### config.mk
export PLATFORM = sky130hd
export DESIGN_NAME = two_stacks_shared_memory
export DESIGN_NICKNAME = d
export VERILOG_FILES = /design/src/rtl/tsm_pkg.sv /design/src/rtl/tsm_ctrl.sv /design/src/rtl/tsm_dp.sv /design/src/rtl/two_stacks_shared_memory.sv
export SDC_FILE = /design/constraint.sdc
export NUM_CORES = 1
export LEC_CHECK = 0
export ABC_AREA = 1
export BUFFER_PORTS_ARGS = -buffer_cell sky130_fd_sc_hd__buf_2
export CAP_MARGIN = 20
export CELL_PAD_IN_SITES_DETAIL_PLACEMENT = 1
export CELL_PAD_IN_SITES_GLOBAL_PLACEMENT = 2
export CORE_ASPECT_RATIO = 0.9
export CORE_MARGIN = 4
export CORE_UTILIZATION = 37
export CTS_CLUSTER_DIAMETER = 200
export DETAILED_ROUTE_END_ITERATION = 16
export PLACE_DENSITY_LB_ADDON = 0.1
export SKIP_CTS_REPAIR_TIMING = 1
export SLEW_MARGIN = 20
export SYNTH_ARGS = -nofsm -noshare
export SYNTH_HDL_FRONTEND = slang
export SYNTH_SLANG_ARGS = --single-unit
### constraint.sdc
create_clock -name clk -period 3.9 [get_ports clk]
set_input_delay 0.585 -clock clk [delete_from_list [all_inputs] [get_ports clk]]
set_output_delay 0.585 -clock clk [all_outputs]
set_load 0.005 [all_outputs]
### src/rtl/tsm_pkg.sv
// ----------------------------------------------------------------------------
// tsm_pkg
// Shared types and constants for the two-stack shared memory block.
// ----------------------------------------------------------------------------
package tsm_pkg;

	localparam int DEPTH = 16;
	localparam int AW    = $clog2(DEPTH);
	localparam int CW    = $clog2(DEPTH + 1);

	localparam logic [1:0] OP_PUSH = 2'd0;
	localparam logic [1:0] OP_POP  = 2'd1;
	localparam logic [1:0] OP_PEEK = 2'd2;

	localparam logic [1:0] ST_OK        = 2'd0;
	localparam logic [1:0] ST_OVERFLOW  = 2'd1;
	localparam logic [1:0] ST_UNDERFLOW = 2'd2;

	typedef struct packed {
		logic load;
		logic exec;
	} tsm_cmd_t;

	typedef struct packed {
		logic busy;
	} tsm_stat_t;

endpackage

### src/rtl/tsm_ctrl.sv
// ----------------------------------------------------------------------------
// tsm_ctrl
// Request sequencer: take a request, run it through the datapath, hold the
// result until the receiver takes it.
// ----------------------------------------------------------------------------
module tsm_ctrl
	import tsm_pkg::*;
(
	input  logic      clk,
	input  logic      arst_n,
	input  logic      in_valid,
	output logic      in_stall,
	output logic      out_valid,
	input  logic      out_stall,
	output tsm_cmd_t  cmd,
	output tsm_stat_t stat
);

	localparam logic [1:0] S_IDLE = 2'd0;
	localparam logic [1:0] S_EXEC = 2'd1;
	localparam logic [1:0] S_OUT  = 2'd2;

	logic [1:0] state_q;
	logic [1:0] state_d;

	assign in_stall  = (state_q != S_IDLE);
	assign out_valid = (state_q == S_OUT);
	assign cmd.load  = (state_q == S_IDLE) && in_valid;
	assign cmd.exec  = (state_q == S_EXEC);
	assign stat.busy = (state_q != S_IDLE);

	always_comb begin
		state_d = state_q;
		case (state_q)
			S_IDLE: begin
				if (in_valid) state_d = S_EXEC;
			end
			S_EXEC: begin
				state_d = S_OUT;
			end
			S_OUT: begin
				if (!out_stall) state_d = S_IDLE;
			end
			default: begin
				state_d = S_IDLE;
			end
		endcase
	end

	always_ff @(posedge clk or negedge arst_n) begin
		if (!arst_n) state_q <= S_IDLE;
		else         state_q <= state_d;
	end

`ifndef SYNTHESIS
	a_load_to_exec: assert property (@(posedge clk) disable iff (!arst_n)
		cmd.load |=> cmd.exec) else $error("load not followed by exec");
	a_exec_to_out: assert property (@(posedge clk) disable iff (!arst_n)
		cmd.exec |=> out_valid) else $error("exec not followed by result");
	a_out_held: assert property (@(posedge clk) disable iff (!arst_n)
		(out_valid && out_stall) |=> out_valid) else $error("result dropped");
`endif

endmodule

### src/rtl/tsm_dp.sv
// ----------------------------------------------------------------------------
// tsm_dp
// Datapath: request registers, both stack pointers, shared memory and
// result registers.
// ----------------------------------------------------------------------------
module tsm_dp
	import tsm_pkg::*;
(
	input  logic               clk,
	input  logic               arst_n,
	input  tsm_cmd_t           cmd,
	input  logic [1:0]         op,
	input  logic               stack_select,
	input  logic signed [31:0] push_value,
	output logic signed [31:0] read_value,
	output logic [1:0]         status,
	output logic               low_empty,
	output logic               high_empty,
	output logic               full_res
);

	logic [1:0]  op_q;
	logic        sel_q;
	logic [31:0] val_q;

	logic [CW-1:0] low_count_q;
	logic [CW-1:0] high_start_q;

	logic [31:0] mem_q [DEPTH];
	logic [31:0] rd_raw_q;
	logic        rd_en_q;
	logic [1:0]  status_q;

	logic          full;
	logic          lo_empty;
	logic          hi_empty;
	logic          is_push;
	logic          is_read;
	logic          sel_empty;
	logic          wr_ok;
	logic          rd_ok;
	logic [CW-1:0] addr_full;
	logic [AW-1:0] addr;

	assign full      = (low_count_q >= high_start_q);
	assign lo_empty  = (low_count_q == '0);
	assign hi_empty  = (high_start_q >= CW'(DEPTH));
	assign is_push   = (op_q == OP_PUSH);
	assign is_read   = (op_q == OP_POP) || (op_q == OP_PEEK);
	assign sel_empty = sel_q ? hi_empty : lo_empty;
	assign wr_ok     = is_push && !full;
	assign rd_ok     = is_read && !sel_empty;

	always_comb begin
		if (is_push) addr_full = sel_q ? (high_start_q - CW'(1)) : low_count_q;
		else         addr_full = sel_q ? high_start_q : (low_count_q - CW'(1));
	end
	assign addr = addr_full[AW-1:0];

	always_ff @(posedge clk) begin
		if (cmd.load) begin
			op_q  <= op;
			sel_q <= stack_select;
			val_q <= push_value;
		end
	end

	always_ff @(posedge clk) begin
		if (cmd.exec && wr_ok) mem_q[addr] <= val_q;
		if (cmd.exec) rd_raw_q <= mem_q[addr];
	end

	always_ff @(posedge clk or negedge arst_n) begin
		if (!arst_n) begin
			low_count_q  <= '0;
			high_start_q <= CW'(DEPTH);
			rd_en_q      <= 1'b0;
			status_q     <= ST_OK;
		end else if (cmd.exec) begin
			rd_en_q <= rd_ok;
			if (is_push && full)           status_q <= ST_OVERFLOW;
			else if (is_read && sel_empty) status_q <= ST_UNDERFLOW;
			else                           status_q <= ST_OK;
			if (wr_ok) begin
				if (sel_q) high_start_q <= high_start_q - CW'(1);
				else       low_count_q  <= low_count_q + CW'(1);
			end else if (rd_ok && (op_q == OP_POP)) begin
				if (sel_q) high_start_q <= high_start_q + CW'(1);
				else       low_count_q  <= low_count_q - CW'(1);
			end
		end
	end

	assign read_value = rd_en_q ? $signed(rd_raw_q) : 32'sd0;
	assign status     = status_q;
	assign low_empty  = lo_empty;
	assign high_empty = hi_empty;
	assign full_res   = full;

`ifndef SYNTHESIS
	a_no_cross: assert property (@(posedge clk) disable iff (!arst_n)
		low_count_q <= high_start_q) else $error("stack tops crossed");
	a_high_bound: assert property (@(posedge clk) disable iff (!arst_n)
		high_start_q <= CW'(DEPTH)) else $error("high pointer past end");
	a_low_push: assert property (@(posedge clk) disable iff (!arst_n)
		(cmd.exec && wr_ok && !sel_q) |=> low_count_q == $past(low_count_q) + CW'(1))
		else $error("low push did not advance");
`endif

endmodule

### src/rtl/two_stacks_shared_memory.sv
// ----------------------------------------------------------------------------
// two_stacks_shared_memory
// Two stacks in one shared memory, low stack growing up, high stack down.
// ----------------------------------------------------------------------------
// Usage:
//   Input channel (in_valid / in_stall) carries one request: op (push, pop,
//   peek), stack_select and push_value. Output channel (out_valid /
//   out_stall) returns exactly one result per request: read_value, status
//   (ok, overflow, underflow) and the empty and full flags after the request.
//   A request is taken into the request registers, executed in S_EXEC (memory
//   write or registered memory read) and its result presented in S_OUT. The
//   sequencer holds one request at a time: take, execute, present; no new
//   request is taken until the result of the last one has been taken.
//   in_stall is high whenever a request is in flight.
//   A stalled result holds on the outputs until taken; no new request is
//   accepted meanwhile.
//   Reset empties both stacks; memory contents are left as they were and
//   are never returned on read_value before being written.
// ----------------------------------------------------------------------------
module two_stacks_shared_memory
	import tsm_pkg::*;
(
	input  logic               clk,
	input  logic               arst_n,
	input  logic               in_valid,
	output logic               in_stall,
	input  logic [1:0]         op,
	input  logic               stack_select,
	input  logic signed [31:0] push_value,
	output logic               out_valid,
	input  logic               out_stall,
	output logic signed [31:0] read_value,
	output logic [1:0]         status,
	output logic               low_empty,
	output logic               high_empty,
	output logic               full_res
);

	tsm_cmd_t  cmd;
	tsm_stat_t stat;
	logic      busy;

	assign busy = stat.busy;

	tsm_ctrl u_ctrl (
		.clk       (clk),
		.arst_n    (arst_n),
		.in_valid  (in_valid),
		.in_stall  (in_stall),
		.out_valid (out_valid),
		.out_stall (out_stall),
		.cmd       (cmd),
		.stat      (stat)
	);

	tsm_dp u_dp (
		.clk          (clk),
		.arst_n       (arst_n),
		.cmd          (cmd),
		.op           (op),
		.stack_select (stack_select),
		.push_value   (push_value),
		.read_value   (read_value),
		.status       (status),
		.low_empty    (low_empty),
		.high_empty   (high_empty),
		.full_res     (full_res)
	);

`ifndef SYNTHESIS
	a_stall_busy: assert property (@(posedge clk) disable iff (!arst_n)
		in_stall == busy) else $error("stall does not track busy");
	a_one_result: assert property (@(posedge clk) disable iff (!arst_n)
		(out_valid && !out_stall) |=> !out_valid) else $error("result repeated");
	a_no_overlap: assert property (@(posedge clk) disable iff (!arst_n)
		out_valid |-> in_stall) else $error("request taken during result");
`endif

endmodule

# [Yosys cells after proc, flatten, opt, wreduce, memory -nomap -nowiden]
# Memory sizes are Yosys's and may differ from the RTL's. A register that Yosys moved wholly into a read port is not among the register bits.
# Index checks and enable logic that the tools add are counted.
[op_classes] addsub=4 n_lt_le_gt_ge=2 n_eq_ne=6 mux=20 bitwise_logic=1 reduce_logical=18
[ops] op="5-bit two-way mux" n=8
[ops] op="32-bit two-way mux" n=1
[ops] op="4-bit two-way mux" n=3
[ops] op="5-bit by 1-bit adder with 5-bit output, second input constant" n=2
[ops] op="5-bit by 1-bit subtractor with 5-bit output, second input constant" n=2
[ops] op="2-bit two-way mux" n=4
[ops] op="1-bit logical AND" n=7
[ops] op="2-bit one-hot mux with 3 select lines" n=1
[ops] op="3-bit AND reduction" n=2
[ops] op="5-bit greater-or-equal comparator" n=1
[ops] op="5-bit greater-or-equal comparator, second input constant" n=1
[ops] op="5-bit logical NOT" n=1
[ops] op="2-bit by 1-bit equality test with 1-bit output, second input constant" n=2
[ops] op="2-bit equality test, second input constant" n=2
[ops] op="2-bit logical NOT" n=2
[ops] op="2-bit inequality test, second input constant" n=2
[ops] op="2-bit nonzero test" n=2
[ops] op="1-bit two-way mux" n=3
[ops] op="1-bit logical NOT" n=2
[ops] op="2-bit AND reduction" n=1
[ops] op="1-bit logical OR" n=1
[ops] op="1-bit NOT" n=1
[word_totals] register_bits=50 ram_bits=512 input_bits=39 output_inout_bits=39 wordCells=60 mem_count=1
[memory_table] memory="u_dp.mem_q" words=16 width=32 read_ports=1 rd_clocked_by_memory_dff=1 write_ports=1 line="tsm_dp.sv:29" rtl="logic [31:0] mem_q [DEPTH];"

# [Longest topological paths before layout]
[logic_depth] word_depth=7 ltp_mapped=16 ltp_nobuf=14

# [Cells and area by module]
# A second synthesis with hierarchy kept.
[hier_totals] cells_unflattened=2473 hier_area_um2=25715.9
[modules_own_cells] mod="tsm_dp" instances=1 cells_per_inst=2458 area_each_um2=25605.8 seq_area_each_um2=17713.2
[modules_own_cells] mod="tsm_ctrl" instances=1 cells_per_inst=15 area_each_um2=110.1 seq_area_each_um2=50.0

# [Worst setup path after synthesis]
# OpenSTA, ideal clock, no wires.
[synth_timing] path_type="register to register" startpoint="register u_ctrl.state_q[0]" endpoint="memory u_dp.mem_q[0][0], enable pin" setup_ns=0.421 t_arrival_ns=3.776 required_time_ns=3.479 path_slack_ns=-0.297 path_stages_with_launch=7 path_buffers=0 period_less_slack_ns=4.197 path_cell_list="dfrtp_1 > inv_1 > nor2_1 > nand3_1 > inv_1 > nand3_1 > nor2_1"
[synth_via] elab_chain_cells=4
[synth_lines] item="from (decl)" line="tsm_ctrl.sv:23" rtl="logic [1:0] state_q;"
[synth_lines] item="from (signal assigned)" line="tsm_ctrl.sv:52" rtl="else state_q <= state_d;"
[synth_lines] item="2-bit by 1-bit equality test with 1-bit output" line="tsm_ctrl.sv:29" rtl="assign cmd.exec = (state_q == S_EXEC);"
[synth_lines] item="1-bit logical AND" line="tsm_dp.sv:69" rtl="if (cmd.exec && wr_ok) mem_q[addr] <= val_q;"
[synth_lines] item="1-bit two-way mux" line="tsm_dp.sv:69"
[synth_lines] item="1-bit two-way mux (not written as such)" line="tsm_dp.sv:69"
[synth_lines] item="to (decl)" line="tsm_dp.sv:29"
# Every way passes these cells.

# [Worst setup path after layout]
[layout_timing] startpoint="register u_dp.high_start_q[2]" endpoint="memory u_dp.mem_q[10][6], enable pin"
[layout_via] elab_chain_cells=6 elab_cells_between_ends=10 cone_classes="add/sub (1); order compare (1); mux (5); reduce/logical (3)"
[layout_lines] item="from (decl)" line="tsm_dp.sv:27" rtl="logic [CW-1:0] high_start_q;"
[layout_lines] item="from (signal assigned)" line="tsm_dp.sv:76" rtl="high_start_q <= CW'(DEPTH);"
[layout_lines] item="from (signal assigned)" line="tsm_dp.sv:85" rtl="if (sel_q) high_start_q <= high_start_q - CW'(1);"
[layout_lines] item="from (signal assigned)" line="tsm_dp.sv:88" rtl="if (sel_q) high_start_q <= high_start_q + CW'(1);"
[layout_lines] item="5-bit greater-or-equal comparator" line="tsm_dp.sv:45" rtl="assign full = (low_count_q >= high_start_q);"
[layout_lines] item="1-bit logical NOT" line="tsm_dp.sv:51" rtl="assign wr_ok = is_push && !full;"
[layout_lines] item="1-bit logical AND" line="tsm_dp.sv:51"
[layout_lines] item="1-bit logical AND" line="tsm_dp.sv:69"
[layout_lines] item="1-bit two-way mux" line="tsm_dp.sv:69"
[layout_lines] item="1-bit two-way mux (not written as such)" line="tsm_dp.sv:69"
# Parallel ways exist; a longest one is shown, timed or not.

==> key figures <==
Run status
  – Result of the run: finished clean

Setup path
  – Critical path data arrival time: 3660 ps
  – Crit-path cells: inv_1 > ha_1 > a21o_1 > and2_1 > nor2_1 > nand3_1 > inv_1 > nand3_1 > nor2_4 > buf_4
  – Cell family with most CP delay: simple AND/OR/NAND/NOR gates
  – Critical path class: flop to flop
  – Worst Path Max Fanout: 11
  – Crit end category: flop
  – Launch point of the worst path: u_dp.high_start_q[2]
  – Reg-to-reg startpoint: u_dp.high_start_q[2]
  – Logic depth of the worst register-to-register path: 10
  – Crit path depth: 10
  – Req. time, crit path: 4200 ps
  – Sort of element at the start of the critical path: flop
  – Terminus of the critical flop-to-flop path: u_dp.mem_q[10][6]
  – Slowest CP cell: nor2_4
  – Sum of buffers and inverters on the critical path: 3
  – End point of the critical path: u_dp.mem_q[10][6]
  – Worst reg-to-reg setup slack: 540 ps
  – Largest stage delay on the critical path: 540 ps

STA
  – Total Neg Setup Slack: 0 ps
  – Post-layout min period: 3355 ps
  – Pins over their slew limit: 0
  – Worst-case clock skew: 27.56 ps
  – RSZ-0062 raised after global routing: false
  – Endpoints failing setup: 0
  – Least-Margin Pin Slew: 1031 ps
  – Worst slew margin relative to its limit: 0.3125
  – Number of failing hold endpoints at the final stage: 0
  – Fraction of the cycle the final worst path needs: 0.8603
  – Fmax: 298.1 MHz
  – Final WS setup: 544.9 ps

Power and ir drop
  – Worst VDD drop: 0.5452 mV
  – Int Power: 0.01352 W
  – Switching share of power: 0.3904
  – Comb pwr share: 0.340
  – Leakage: 12.32 nW
  – Power density over the cells: 751.6 mW/mm²
  – Proportion of power drawn by flip-flops and latches: 0.374
  – Switching pwr: 0.008659 W
  – Part of the total power dissipated in the clock network: 0.286

Synthesis
  – Most used DFF post-synth: edfxtp_1
  – Synthesized flop and latch total: 594
  – Cell type with the highest aggregate area in the netlist: edfxtp_1
  – Most common cell in the netlist: nand2_1
  – Proportion of synthesized chip area in sequential cells: 0.6913
  – Total number of yosys warnings: 0
  – Netlist cell types: 31
  – Xor-xnor portion of the synthesized cell area: 0.002727
  – Proportion of synthesized flip-flops having asynchronous set or reset: 0.02525
  – Multiplexer fraction of the synthesized cell area: 0
  – Adder-cell share of the synthesized area: 0.006330
  – Simple-gate share of the synthesized area: 0.2499
  – Ranking of synthesized cells by instance count: nand2_1 (1133), edfxtp_1 (579), nand3_1 (389)
  – Largest family of logic cells by synthesized area: simple AND/OR/NAND/NOR gates
  – Syn avg cell area: 10.40 µm²
  – Share of the synthesized area in compound gates (AO/OA/AOI/OAI): 0.003554
  – Syn_nets: 2522
  – Synthesized netlist cell count: 2470
  – Combined area of all synthesized cells: 0.02570 mm²
  – Number of flops mapped to enable cells by yosys: 579
  – Area share of the leading cell type in the synthesized netlist: 0.6766
  – Cells taking the most area after synthesis: edfxtp_1 (68%), nand2_1 (17%), nand3_1 (7.6%)

Place
  – Pre-CTS setup slack: 557.5 ps
  – Last weighted congestion value of the routability-driven placer: 0.7503
  – Count of input and output buffers: 77
  – Half-perimeter wire length after detailed placement: 41570 µm

Routing
  – Wire length per cell after detailed routing: 22.98 µm
  – Detailed Routing Iterations Pass 1: 5
  – Initial detailed-routing violation count: 1178
  – Via Count: 17819
  – Number of routed nets with antenna violations: 0
  – DRC viols: 0
  – Vias per Instance: 5.081
  – Post-Route WL: 80600 µm

CTS
  – Clock insertion delay at the later pin of the skew report: 610 ps
  – Clock transition time at the flip-flop clock pins of the worst setup and hold paths: 60 ps
  – Maximum root-to-sink buffer count: 3
  – H-tree depth: 3
  – CTS buffer count: 69
  – Clock tree root driver cell: clkbuf_16
  – CTS sink count: 594
  – CTS tree: built

GRT
  – Total track usage: 0.2192
  – First-pass GRT wire length: 121900 µm
  – Aggregate global routing overflow: 0
  – Largest net degree at the start of global routing: 144
  – Number of antenna violations at the first check in global routing: 0
  – Vias in the first global route: 18837

Worst hold path
  – HP Class: input port to flop

Die
  – Row Count: 91
  – Die Y: 258.0 µm
  – Area of the die: 0.07374 mm²
  – Io pins: 78
  – Die width: 285.8 µm
  – Core area: 0.06866 mm²
  – Initial core utilization: 0.3743

Layout
  – Number of nets in the layout: 2578
  – Fraction of final layout cells sized beyond drive strength 1: 0.1036
  – Area grow syn2layout: 14.84%
  – Count of antenna diodes in the layout: 0

Job
  – Max Cap Violations: 0
-- power groups by stage --
| stage | Clock [W] | Combinational [W] | Sequential (W) |
|---|---|---|---|
| floorplan | 0 | 0.00498 | 0.00810 |
| global placement | 0 | 0.00764 | 0.00841 |
| detailed placement | 0 | 0.00767 | 0.00843 |
| CTS | 0.00652 | 0.00772 | 0.00830 |
| global route | 0.00681 | 0.00855 | 0.00835 |
| finish | 0.00635 | 0.00754 | 0.00829 |
-- worst register-to-register path, stage by stage (launching register included) --
cell and delay [ps]:
dfrtp_1 510, inv_1 120, ha_1 320, a21o_1 170
and2_1 130, nor2_1 200, nand3_1 200, inv_1 240
nand3_1 350, nor2_4 540, buf_4 270
-- metal layers --
layer | up-vias | global-route usage | routed length, µm
met5 | - | 0 | 0
met4 | 0 | 0.04949 | 1657
met3 | 99 | 0.03045 | 2823
met2 | 306 | 0.3640 | 38190
met1 | 9065 | 0.3078 | 37920
li1 | 8349 | - | -
-- state kept, by name, summed over array words and instances (netlist names) --
signal / cells
u_ctrl.state_q: 2
u_dp.rd_raw_q: 32
u_dp.status: 2
u_dp.rd_en_q: 1
u_dp.val_q: 32
u_dp.high_start_q: 5
u_dp.sel_q: 1
u_dp.op_q: 2
u_dp.mem_q: 512
u_dp.low_count_q: 5
-- how the worst min path moves through the flow --
stage	startpoint	endpoint	slack, ps	depth (start not counted)
after floorplan	arst_n	u_ctrl.state_q[0]	290	0
after global placement	u_dp.status[1]	u_dp.status[1]	480	2
after detailed placement	u_dp.status[1]	u_dp.status[1]	500	2
after CTS	arst_n	u_dp.low_count_q[4]	-100	1
after global routing	push_value[24]	u_dp.val_q[24]	110	1
final	push_value[23]	u_dp.val_q[23]	150	1
-- cells by family after synthesis --
group,count (synthesis)
compound gates,16
xor+xnor,8
fa+ha+maj,13
buf+inv,273
flops,594
simple gates,1566
-- layout by cell type, fill, tap and decap left out, types with 4 or more instances in the layout --
master,Yosys,final
clkinv_1,0,12
a21oi_1,8,8
nor2_4,0,22
nand2_1,1133,1131
dfrtp_1,14,13
clkinv_2,0,11
buf_12,0,14
clkbuf_1,23,15
clkbuf_16,0,71
nor2_1,26,8
xor2_1,7,7
bufinv_16,0,6
buf_2,114,77
inv_2,7,6
buf_4,3,38
nand2_2,5,4
edfxtp_1,579,579
ha_1,13,13
inv_1,120,120
nand3_1,389,388
-- metrics by stage --
step / util / instance area (µm²) / hold slack (ps) / cells / total power, W
3_3_place_gp: 0.3978 / 27310 / 475.9 / 3384 / 0.01605
2_1_floorplan: - / 25700 / 289.4 / 2470 / 0.01308
4_1_cts: 0.4297 / 29500 / -99.43 / 3506 / 0.02255
6_report: 0.4298 / 29510 / 145.4 / 3507 / 0.02218
3_5_place_dp: 0.3978 / 27310 / 497.6 / 3384 / 0.01611
5_1_grt: 0.4298 / 29510 / 107.2 / 3507 / 0.02371
-- layout make-up --
type                            count  area [µm²]
Multi-Input combinational cell   1603        6949
Inverter                          128       485.5
Clock inverter                     36       352.8
Sequential cell                   594       17760
Fill cell                        7462       39150
Timing Repair Buffer              130       960.9
Tap cell                          930        1164
Clock buffer                       86        1833
Note: power is estimated with default switching activity, not from simulation.
